--- src/rtl/sector_write_combine_cache_core_macros.svh ---
// Assertion helpers for the write-combining cache core.
// Each macro expects clk and arst_n in scope.
`ifndef SECTOR_WRITE_COMBINE_CACHE_CORE_MACROS_SVH
`define SECTOR_WRITE_COMBINE_CACHE_CORE_MACROS_SVH

// same-cycle implication
`define SWCC_ASSERT_IMP(lbl, ante, cons) \
	lbl: assert property (@(posedge clk) disable iff (!arst_n) (ante) |-> (cons)) \
		else $error("swcc: same-cycle check failed");

// next-cycle implication
`define SWCC_ASSERT_NXT(lbl, ante, cons) \
	lbl: assert property (@(posedge clk) disable iff (!arst_n) (ante) |=> (cons)) \
		else $error("swcc: next-cycle check failed");

`endif

--- src/rtl/swcc_pkg.sv ---
package swcc_pkg;

	// window sizes in sectors; both must be powers of two
	localparam int unsigned WR_WIN = 32;
	localparam int unsigned RD_WIN = 32;
	localparam int unsigned WR_IW  = $clog2(WR_WIN);
	localparam int unsigned WR_CW  = $clog2(WR_WIN + 1);

	localparam logic [31:0] EMPTY_BASE = 32'hFFFF_FFFF;

	localparam logic [2:0] FUNC_STATUS   = 3'd0;
	localparam logic [2:0] FUNC_READ     = 3'd1;
	localparam logic [2:0] FUNC_WRITE    = 3'd2;
	localparam logic [2:0] FUNC_SYNC     = 3'd3;
	localparam logic [2:0] FUNC_SHUTDOWN = 3'd4;

	localparam logic [1:0] KIND_RUN    = 2'd0;
	localparam logic [1:0] KIND_FILL   = 2'd1;
	localparam logic [1:0] KIND_STATUS = 2'd2;
	localparam logic [1:0] KIND_DATA   = 2'd3;

	localparam logic REG_TOTAL = 1'b0;

	typedef enum logic [2:0] {
		S_IDLE,
		S_EVAL,
		S_PRE_FLUSH,
		S_MARK,
		S_SET,
		S_POST_FLUSH,
		S_FILL,
		S_REPLY
	} state_t;

	typedef struct packed {
		logic run;
		logic put_ok;
	} flush_ctl_t;

	typedef struct packed {
		logic             emit;
		logic [WR_IW-1:0] offset;
		logic [WR_CW-1:0] len;
		logic             done;
	} flush_sts_t;

	function automatic logic win_hit(logic [31:0] base, logic [31:0] start,
			logic [1:0] cnt, logic [31:0] size);
		logic [31:0] fin;
		logic [31:0] lim;
		fin = start + {30'd0, cnt};
		lim = base + size;
		return ((base & (size - 32'd1)) == 32'd0) && (start >= base) && (fin <= lim);
	endfunction

	function automatic logic [31:0] realign(logic [31:0] start, logic [1:0] cnt,
			logic [31:0] size);
		logic [31:0] b;
		b = start & ~(size - 32'd1);
		if ((start + {30'd0, cnt}) > (b + size)) begin
			b = start;
		end
		return b;
	endfunction

endpackage

--- src/rtl/swcc_ifs.sv ---
interface swcc_req_if;
	logic        valid;
	logic        ready;
	logic [2:0]  func;
	logic [31:0] start_sector;
	logic [1:0]  sector_count;

	modport source (output valid, func, start_sector, sector_count, input ready);
	modport sink (input valid, func, start_sector, sector_count, output ready);
endinterface

interface swcc_rsp_if;
	logic        valid;
	logic        ready;
	logic [1:0]  kind;
	logic [31:0] disk_sector;
	logic [6:0]  run_length;
	logic [5:0]  buffer_offset;
	logic        rejected;
	logic [31:0] reply_value;
	logic        last;

	modport source (output valid, kind, disk_sector, run_length, buffer_offset,
		rejected, reply_value, last, input ready);
	modport sink (input valid, kind, disk_sector, run_length, buffer_offset,
		rejected, reply_value, last, output ready);
endinterface

--- src/rtl/swcc_apb.sv ---
module swcc_apb import swcc_pkg::*; (
	input  logic        clk,
	input  logic        arst_n,
	input  logic        psel,
	input  logic        penable,
	input  logic        pwrite,
	input  logic [2:0]  paddr,
	input  logic [31:0] pwdata,
	output logic [31:0] prdata,
	output logic        pready,
	output logic [31:0] disk_size
);

	logic [31:0] total_q;
	logic        wr_en;

	assign pready    = 1'b1;
	assign wr_en     = psel && penable && pwrite;
	assign disk_size = total_q;

	always_ff @(posedge clk or negedge arst_n) begin
		if (!arst_n) begin
			total_q <= 32'd0;
		end else if (wr_en && (paddr[2] == REG_TOTAL)) begin
			total_q <= pwdata;
		end
	end

	always_comb begin
		unique case (paddr[2])
			REG_TOTAL: prdata = total_q;
			default:   prdata = 32'd0;
		endcase
	end

endmodule

--- src/rtl/swcc_flush.sv ---
module swcc_flush import swcc_pkg::*; (
	input  logic              clk,
	input  logic              arst_n,
	input  flush_ctl_t        ctl,
	input  logic [WR_WIN-1:0] bits,
	output flush_sts_t        sts
);

	logic             active_q;
	logic             in_run_q;
	logic [WR_CW-1:0] idx_q;
	logic [WR_CW-1:0] len_q;
	logic [WR_IW-1:0] rs_q;
	logic             at_end;
	logic             cur_bit;
	logic             emit;
	logic             stall;

	assign at_end  = (idx_q == WR_CW'(WR_WIN));
	assign cur_bit = at_end ? 1'b0 : bits[idx_q[WR_IW-1:0]];
	// a run closes on the first clear bit after it, or at the window end
	assign emit    = active_q && in_run_q && (at_end || !cur_bit);
	assign stall   = emit && !ctl.put_ok;

	assign sts.emit   = emit;
	assign sts.offset = rs_q;
	assign sts.len    = len_q;
	assign sts.done   = active_q && at_end && !stall;

	always_ff @(posedge clk or negedge arst_n) begin
		if (!arst_n) begin
			active_q <= 1'b0;
			in_run_q <= 1'b0;
			idx_q    <= '0;
		end else if (!active_q) begin
			if (ctl.run) begin
				active_q <= 1'b1;
				in_run_q <= 1'b0;
				idx_q    <= '0;
			end
		end else if (!stall) begin
			if (at_end) begin
				active_q <= 1'b0;
				in_run_q <= 1'b0;
			end else begin
				in_run_q <= cur_bit;
				idx_q    <= idx_q + WR_CW'(1);
			end
		end
	end

	always_ff @(posedge clk) begin
		if (active_q && !stall && !at_end && cur_bit) begin
			if (!in_run_q) begin
				rs_q  <= idx_q[WR_IW-1:0];
				len_q <= WR_CW'(1);
			end else begin
				len_q <= len_q + WR_CW'(1);
			end
		end
	end

endmodule

--- src/rtl/sector_write_combine_cache_core.sv ---
// Write-combining sector cache controller. A request word (status, read, write, sync,
// shutdown) yields, in order, any merged dirty-sector write runs, at most one read-window
// fill, then one reply flagged last. Only one request is in work at a time: req.ready is
// high only while the sequencer is idle. Without a flush a request holds req.ready low
// through evaluate, then window update, fill or dirty-bit set as needed, then reply. A
// flush adds a scan of one dirty bit per cycle, held while the response side stalls; run
// words leave during the scan. Result words leave through an output register, so the next
// request can be taken while the final reply waits. The disk size register sits at APB
// byte address 0; pready is always high. Window sizes are powers of two.
`include "sector_write_combine_cache_core_macros.svh"

module sector_write_combine_cache_core import swcc_pkg::*; (
	input  logic        clk,
	input  logic        arst_n,
	swcc_req_if.sink    req,
	swcc_rsp_if.source  rsp,
	input  logic        psel,
	input  logic        penable,
	input  logic        pwrite,
	input  logic [2:0]  paddr,
	input  logic [31:0] pwdata,
	output logic [31:0] prdata,
	output logic        pready
);

	state_t            state_q, state_d;
	logic [2:0]        func_q;
	logic [31:0]       start_q;
	logic [1:0]        cnt_q;
	logic [31:0]       read_base_q;
	logic [31:0]       write_base_q;
	logic [WR_WIN-1:0] dirty_q;
	logic [7:0]        total_q;
	logic [31:0]       disk_size;

	logic              out_valid_q;
	logic [1:0]        kind_q;
	logic [31:0]       disk_q;
	logic [6:0]        len_q;
	logic [5:0]        off_q;
	logic              rej_q;
	logic [31:0]       val_q;
	logic              last_q;

	logic              put_ok;
	logic              put;
	logic [1:0]        put_kind;
	logic [31:0]       put_disk;
	logic [6:0]        put_len;
	logic [5:0]        put_off;
	logic              put_rej;
	logic [31:0]       put_val;
	logic              put_last;

	flush_ctl_t        fctl;
	flush_sts_t        fsts;
	logic              in_flush;

	logic              rhit, whit, rinv, dirty_nz;
	logic [31:0]       end_w, rend, widx, rdiff;
	logic [WR_IW-1:0]  i0, i1;
	logic              set_ok, set_two;
	logic [7:0]        total_new;

	swcc_apb u_apb (
		.clk       (clk),
		.arst_n    (arst_n),
		.psel      (psel),
		.penable   (penable),
		.pwrite    (pwrite),
		.paddr     (paddr),
		.pwdata    (pwdata),
		.prdata    (prdata),
		.pready    (pready),
		.disk_size (disk_size)
	);

	swcc_flush u_flush (
		.clk    (clk),
		.arst_n (arst_n),
		.ctl    (fctl),
		.bits   (dirty_q),
		.sts    (fsts)
	);

	assign req.ready = (state_q == S_IDLE);
	assign put_ok    = !out_valid_q || rsp.ready;
	assign in_flush  = (state_q == S_PRE_FLUSH) || (state_q == S_POST_FLUSH);
	assign fctl.run    = in_flush;
	assign fctl.put_ok = put_ok;

	assign rhit     = win_hit(read_base_q, start_q, cnt_q, 32'(RD_WIN));
	assign whit     = win_hit(write_base_q, start_q, cnt_q, 32'(WR_WIN));
	assign end_w    = start_q + {30'd0, cnt_q};
	assign rend     = read_base_q + 32'(RD_WIN);
	assign rinv     = ((start_q >= read_base_q) && (start_q <= rend)) ||
		((end_w >= read_base_q) && (end_w <= rend));
	assign dirty_nz = (total_q != 8'd0);

	assign widx      = start_q - write_base_q;
	assign i0        = widx[WR_IW-1:0];
	assign i1        = i0 + WR_IW'(1);
	assign set_ok    = (widx < 32'(WR_WIN)) && !dirty_q[i0];
	assign set_two   = (cnt_q == 2'd2) && (widx < 32'(WR_WIN - 1));
	assign total_new = total_q + {6'd0, cnt_q};
	assign rdiff     = start_q - read_base_q;

	// next state
	always_comb begin
		state_d = state_q;
		unique case (state_q)
			S_IDLE: begin
				if (req.valid) state_d = S_EVAL;
			end
			S_EVAL: begin
				case (func_q)
					FUNC_READ: begin
						if (rhit) state_d = S_REPLY;
						else if (dirty_nz) state_d = S_PRE_FLUSH;
						else state_d = S_MARK;
					end
					FUNC_WRITE: begin
						if (whit) state_d = S_SET;
						else if (dirty_nz) state_d = S_PRE_FLUSH;
						else state_d = S_MARK;
					end
					FUNC_SYNC: state_d = S_PRE_FLUSH;
					default:   state_d = S_REPLY;
				endcase
			end
			S_PRE_FLUSH: begin
				if (fsts.done) state_d = (func_q == FUNC_SYNC) ? S_REPLY : S_MARK;
			end
			S_MARK: begin
				state_d = (func_q == FUNC_READ) ? S_FILL : S_SET;
			end
			S_SET: begin
				if (set_ok && (total_new == 8'(WR_WIN))) state_d = S_POST_FLUSH;
				else state_d = S_REPLY;
			end
			S_POST_FLUSH: begin
				if (fsts.done) state_d = S_REPLY;
			end
			S_FILL: begin
				if (put_ok) state_d = S_REPLY;
			end
			S_REPLY: begin
				if (put_ok) state_d = S_IDLE;
			end
			default: state_d = S_IDLE;
		endcase
	end

	// result words
	always_comb begin
		put      = 1'b0;
		put_kind = KIND_STATUS;
		put_disk = 32'd0;
		put_len  = 7'd0;
		put_off  = 6'd0;
		put_rej  = 1'b0;
		put_val  = 32'd0;
		put_last = 1'b0;
		unique case (state_q) inside
			S_PRE_FLUSH, S_POST_FLUSH: begin
				put      = fsts.emit && put_ok;
				put_kind = KIND_RUN;
				put_disk = write_base_q + 32'(fsts.offset);
				put_len  = 7'(fsts.len);
				put_off  = 6'(fsts.offset);
			end
			S_FILL: begin
				put      = put_ok;
				put_kind = KIND_FILL;
				put_disk = read_base_q;
				put_len  = 7'(RD_WIN);
			end
			S_REPLY: begin
				put      = put_ok;
				put_last = 1'b1;
				case (func_q) inside
					FUNC_STATUS: put_val = disk_size;
					FUNC_READ: begin
						put_kind = KIND_DATA;
						put_len  = {5'd0, cnt_q};
						put_off  = rdiff[5:0];
					end
					FUNC_WRITE, FUNC_SYNC: put_val = 32'd0;
					default: put_rej = 1'b1;
				endcase
			end
			default: put = 1'b0;
		endcase
	end

	always_ff @(posedge clk or negedge arst_n) begin
		if (!arst_n) begin
			state_q      <= S_IDLE;
			read_base_q  <= EMPTY_BASE;
			write_base_q <= EMPTY_BASE;
			dirty_q      <= '0;
			total_q      <= 8'd0;
			out_valid_q  <= 1'b0;
		end else begin
			state_q <= state_d;
			if (state_q == S_EVAL && func_q == FUNC_WRITE && rinv) begin
				read_base_q <= EMPTY_BASE;
			end
			if (state_q == S_MARK) begin
				if (func_q == FUNC_READ) begin
					read_base_q <= realign(start_q, cnt_q, 32'(RD_WIN));
				end else begin
					write_base_q <= realign(start_q, cnt_q, 32'(WR_WIN));
				end
			end
			// a rewrite of a dirty first sector leaves the window alone
			if (state_q == S_SET && set_ok) begin
				dirty_q[i0] <= 1'b1;
				if (set_two) dirty_q[i1] <= 1'b1;
				total_q <= total_new;
			end
			if (in_flush && fsts.done) begin
				dirty_q <= '0;
				total_q <= 8'd0;
			end
			if (put) out_valid_q <= 1'b1;
			else if (rsp.ready) out_valid_q <= 1'b0;
		end
	end

	always_ff @(posedge clk) begin
		if (req.valid && req.ready) begin
			func_q  <= req.func;
			start_q <= req.start_sector;
			cnt_q   <= req.sector_count;
		end
		if (put) begin
			kind_q <= put_kind;
			disk_q <= put_disk;
			len_q  <= put_len;
			off_q  <= put_off;
			rej_q  <= put_rej;
			val_q  <= put_val;
			last_q <= put_last;
		end
	end

	assign rsp.valid         = out_valid_q;
	assign rsp.kind          = kind_q;
	assign rsp.disk_sector   = disk_q;
	assign rsp.run_length    = len_q;
	assign rsp.buffer_offset = off_q;
	assign rsp.rejected      = rej_q;
	assign rsp.reply_value   = val_q;
	assign rsp.last          = last_q;

	`SWCC_ASSERT_NXT(a_flush_clears, in_flush && fsts.done, total_q == 8'd0 && dirty_q == '0)
	`SWCC_ASSERT_NXT(a_accept_evals, req.valid && req.ready, state_q == S_EVAL)
	`SWCC_ASSERT_IMP(a_run_shape, rsp.valid && rsp.kind == KIND_RUN, rsp.run_length != 7'd0 && !rsp.last)

endmodule

--- src/flat_wrapper.sv ---
// flat-port wrapper written by rule: the top's interface ports become plain ports
module sector_write_combine_cache_core_flat import swcc_pkg::*;
  (clk, arst_n, psel, penable, pwrite, paddr, pwdata, prdata, pready, req_valid, req_func, req_start_sector, req_sector_count, req_ready, rsp_valid, rsp_kind, rsp_disk_sector, rsp_run_length, rsp_buffer_offset, rsp_rejected, rsp_reply_value, rsp_last, rsp_ready);
  swcc_req_if req_i ();
  swcc_rsp_if rsp_i ();
  input  logic clk;
  input  logic arst_n;
  input  logic psel;
  input  logic penable;
  input  logic pwrite;
  input  logic [2:0] paddr;
  input  logic [31:0] pwdata;
  output logic [31:0] prdata;
  output logic pready;
  input wire logic [$bits(req_i.valid)-1:0] req_valid;
  input wire logic [$bits(req_i.func)-1:0] req_func;
  input wire logic [$bits(req_i.start_sector)-1:0] req_start_sector;
  input wire logic [$bits(req_i.sector_count)-1:0] req_sector_count;
  output wire logic [$bits(req_i.ready)-1:0] req_ready;
  output wire logic [$bits(rsp_i.valid)-1:0] rsp_valid;
  output wire logic [$bits(rsp_i.kind)-1:0] rsp_kind;
  output wire logic [$bits(rsp_i.disk_sector)-1:0] rsp_disk_sector;
  output wire logic [$bits(rsp_i.run_length)-1:0] rsp_run_length;
  output wire logic [$bits(rsp_i.buffer_offset)-1:0] rsp_buffer_offset;
  output wire logic [$bits(rsp_i.rejected)-1:0] rsp_rejected;
  output wire logic [$bits(rsp_i.reply_value)-1:0] rsp_reply_value;
  output wire logic [$bits(rsp_i.last)-1:0] rsp_last;
  input wire logic [$bits(rsp_i.ready)-1:0] rsp_ready;
  assign req_i.valid = req_valid;
  assign req_i.func = req_func;
  assign req_i.start_sector = req_start_sector;
  assign req_i.sector_count = req_sector_count;
  assign req_ready = req_i.ready;
  assign rsp_valid = rsp_i.valid;
  assign rsp_kind = rsp_i.kind;
  assign rsp_disk_sector = rsp_i.disk_sector;
  assign rsp_run_length = rsp_i.run_length;
  assign rsp_buffer_offset = rsp_i.buffer_offset;
  assign rsp_rejected = rsp_i.rejected;
  assign rsp_reply_value = rsp_i.reply_value;
  assign rsp_last = rsp_i.last;
  assign rsp_i.ready = rsp_ready;
  sector_write_combine_cache_core u_core (.clk(clk), .arst_n(arst_n), .req(req_i), .rsp(rsp_i), .psel(psel), .penable(penable), .pwrite(pwrite), .paddr(paddr), .pwdata(pwdata), .prdata(prdata), .pready(pready));
endmodule
--- config.mk ---
export PLATFORM = sky130hd
export DESIGN_NAME = sector_write_combine_cache_core_flat
export DESIGN_NICKNAME = d
export VERILOG_FILES = /design/src/rtl/swcc_pkg.sv /design/src/rtl/swcc_ifs.sv /design/src/rtl/swcc_apb.sv /design/src/rtl/swcc_flush.sv /design/src/rtl/sector_write_combine_cache_core.sv /design/src/flat_wrapper.sv
export VERILOG_INCLUDE_DIRS = /design/src /design/src/rtl
export SDC_FILE = /design/constraint.sdc
export NUM_CORES = 1
export LEC_CHECK = 0
export ABC_AREA = 0
export BUFFER_PORTS_ARGS = -buffer_cell sky130_fd_sc_hd__buf_2
export CAP_MARGIN = 30
export CORE_MARGIN = 3
export CORE_UTILIZATION = 45
export CTS_BUF_LIST = sky130_fd_sc_hd__clkbuf_16
export DETAILED_ROUTE_END_ITERATION = 8
export PLACE_DENSITY_LB_ADDON = 0.08
export SYNTH_ARGS = -nofsm -noshare
export SYNTH_HDL_FRONTEND = slang
export SYNTH_SLANG_ARGS = --single-unit
--- constraint.sdc ---
create_clock -name clk -period 13.4 [get_ports clk]
set_clock_uncertainty 0.1 [all_clocks]
set_input_delay 2.68 -clock clk [delete_from_list [all_inputs] [get_ports clk]]
set_output_delay 2.68 -clock clk [all_outputs]
set_load 0.01 [all_outputs]
==> summary.txt <==
Global routing
  • First-pass GRT wire length: 97.8 mm
  • Antenna violations before repair: 3
  • Largest net degree at the start of global routing: 87
  • Grt total ovfl: 0
  • GRT Total Usage: 25.9%
  • Vias in the first global route: 17100

Clock network
  • Hold-fix buffers, CTS: 0
  • Clk_lat worst skew: 570 ps
  • Clk sinks: 276
  • Post CTS Setup Buffer Count: 0
  • TritonCTS buffer count: 36
  • Post-CTS Resized: 0
  • Max Buffers Root-to-Sink: 3
  • Clk root buf: clkbuf_16
  • Maximum level of the CTS H-tree: 2
  • CTS tree: yes
  • CTS clk-pin slew, worst paths: 50 ps

Power and ir drop
  • Max IR drop VDD: 0.000114 V
  • Switching power as a share of total power: 44.7%
  • Switch Pwr: 2.36 mW
  • Total design power: 5.27 mW
  • P_int: 2.92 mW
  • Lkg Pwr: 9.56 nW
  • Power share of the clock group: 18.0%
  • Part of the power in combinational logic: 51.2%
  • Seq pwr share: 30.8%
  • Power per cell area: 225 nW/um2

Synth
  • Async set or reset register ratio after synthesis: 53.6%
  • Mapped Area: 20800 um2
  • Warnings, synthesis: 0
  • Library cells used by synthesis: 82
  • Syn Area/Cell: 9.37 um2
  • Top_reg_cell synth: edfxtp_1
  • Syn nets: 2520
  • Seq/Total Area, Yosys: 36.8%
  • Post-Syn Instances: 2214
  • EDFF count, synth: 128
  • Seq cells post-synth: 276

Setup path
  • Critical Path Sink Type: primary output
  • Critical Path AT: 3420 ps
  • CP max stage cell: buf_2
  • R2R Setup Slk: 7260 ps
  • Critical path's largest stage delay: 450 ps
  • CP Launch Type: input port
  • Setup CP Type: in -> out
  • Most frequent cell on the critical path: buf_2
  • Reg2reg path depth: 20
  • Critical-path cell list: buf_2 > nor2b_1 > buf_2
  • Critical Path RT: 10620 ps
  • Worst-path fanout max: 33
  • Worst R2R Start: u_core.start_q[6]
  • Reg-to-Reg End: u_core.read_base_q[8]

Flow run
  • Max-cap violation count: 0

Timing
  • Worst rel slew slack: 41.6%
  • Setup violators final: 0
  • Final min period: 6200 ps
  • Number of failing hold endpoints at the final stage: 0
  • Slew @ Worst Pin: 876 ps
  • Period utilization: 46.3%
  • RSZ-0062 raised after global routing: no
  • Setup TNS: 0 ps
  • Final Max Tran Viols: 0
  • Max Clock Freq: 161 MHz

Place
  • Dpl cell area: 22200 um2
  • # port buffers: 190
  • Gpl congestion: 0.930
  • Dpl hpwl: 49.6 mm

Layout
  • Most frequent cells in the layout: 278 x nand2_1, 222 x ha_1, 189 x buf_2
  • Layout fillers: 4224
  • Area of the multi-input gates: 12400 um2
  • Commonest non-fill, non-tap cell in the layout: nand2_1
  • Fin area: 23400 um2
  • Syn-to-layout area delta: 12.7%
  • Layout cells sized above 1: 16.7%
  • Register area: 7630 um2
  • Final nets: 2664

Drt
  • Wirelength per Cell: 21.2 um
  • Drt first pass iters: 5
  • DRC errors left: 0
  • Via-per-instance ratio: 5.90
  • DR vias: 17600
  • WL final: 63.5 mm
  • Drt first-iter violations: 1427
  • Post-route ant nets: 0

Floorplan
  • Core Box Area: 45500 um2
  • Die X: 221 um
  • Die Y: 221 um
  • Num rows: 78
  • Initial Utilization: 45.6%
  • # IOs: 195
  • Die area: 48700 um2

Outcome
  • Outcome: completed

Worst hold path
  • Worst Hold Path Cells: 2
  • Hold Path Sink: u_core.dirty_q[10]
  • HP Start: u_core.dirty_q[10]
  • Worst Hold Class: reg -> reg
-- through the flow --
step                setup WS (ps)  hold slack, ps  std cells  utilization [%]
CTS                          7200             404       2985             51.4
finish                       7200             397       2989             51.4
floorplan                    6680             323       2214                -
global placement             7260             375       2919             48.8
global route                 6790             430       2988             51.4
detailed placement           7200             392       2919             48.8
-- synth_stat cells (all sizes together) (7+ instances only) --
cell     instances  area, um2
nor3            49        250
edfxtp         128       3840
ha             222       2780
nor4            19        119
mux2            32        360
a21o            46        345
a211oi          15        125
o211ai          10       75.1
dfstp           64       1680
a31oi           10       62.6
nor2b           55        344
or3             14       87.6
xor2            46        403
buf             10       66.3
and2            50        313
o31ai           25        188
o21a            18        135
nand2b          18        113
mux2i           18        180
or4              8       63.8
o22ai            7       43.8
dfrtp           84       2100
clkbuf          90        338
mux4            19        428
a2111oi         10       93.8
and4             7       61.3
inv            101        379
nor2           132        498
nand3           68        340
nand2          278       1040
and3            11       68.8
nand4           54        338
a21oi          107        539
o2111ai         37        324
o21ai          136        681
xnor2          119       1040
-- final cells by class --
type                    instances  share of cell area (%)
diodes                          3                  0.0321
clock buffers                  37                    3.96
clock inverters                29                    1.03
inverters                     102                    1.64
multi-input cells            1736                    52.9
flip-flops and latches        276                    32.6
well taps                     600                    3.21
repair buffers                206                    4.66
-- worst max-delay path by stage --
| stage | startpoint | end | slack, ps |
|---|---|---|---|
| after CTS | paddr[2] | prdata[6] | 7200 |
| after global placement | paddr[2] | prdata[29] | 7260 |
| after floorplan | rsp_ready | u_core.rsp.buffer_offset[0] | 6680 |
| after detailed placement | paddr[2] | prdata[6] | 7200 |
| final | paddr[2] | prdata[6] | 7200 |
| after global routing | u_core.start_q[6] | u_core.read_base_q[17] | 6790 |
-- logic make-up after synthesis --
| family | count (synthesis) | share of synthesized area [%] |
|---|---|---|
| buffers and inverters | 202 | 3.79 |
| DFF | 276 | 36.8 |
| xor gates and xnor gates | 165 | 6.96 |
| muxes | 69 | 4.67 |
| and+or+nand+nor | 792 | 18.7 |
| AOI/OAI and AO/OA | 481 | 15.2 |
| other | 2 | 0.0362 |
| adders and majority gates | 227 | 13.9 |
-- critical path: cells and delay by family --
family	cells	cell delay, ps
AND/OR/NAND/NOR	1	130
buffers and inverters	2	620
-- flip-flops by register name, summed over array words and instances, names as in the netlist, 2 cells and up --
name                      cells
u_core.u_flush.idx_q          6
u_core.read_base_q           32
u_core.rsp.run_length         6
u_core.func_q                 3
u_core.dirty_q               32
u_core.rsp.disk_sector       32
u_core.start_q               32
u_core.rsp.buffer_offset      6
u_core.u_flush.len_q          6
u_core.state_q                3
u_core.total_q                8
u_core.write_base_q          32
u_core.u_apb.disk_size       32
u_core.rsp.reply_value       32
u_core.u_flush.rs_q           5
u_core.cnt_q                  2
u_core.rsp.kind               2
-- metal layers --
layer	up-vias	track usage, %	wire, um
li1	8382	-	-
met1	8558	37.6	30200
met2	583	39.4	27300
met3	109	3.98	3830
met4	0	9.17	2230
met5	-	0	0
-- power groups by stage --
stage | combinational [mW] | clock (mW) | sequential [mW]
final | 2.70 | 0.948 | 1.63
after CTS | 2.68 | 0.972 | 1.63
after floorplan | 1.83 | 0 | 1.60
after detailed placement | 2.66 | 0 | 1.64
after global routing | 3.00 | 1.01 | 1.67
after global placement | 2.63 | 0 | 1.63
Power figures use the tool's default switching activity.
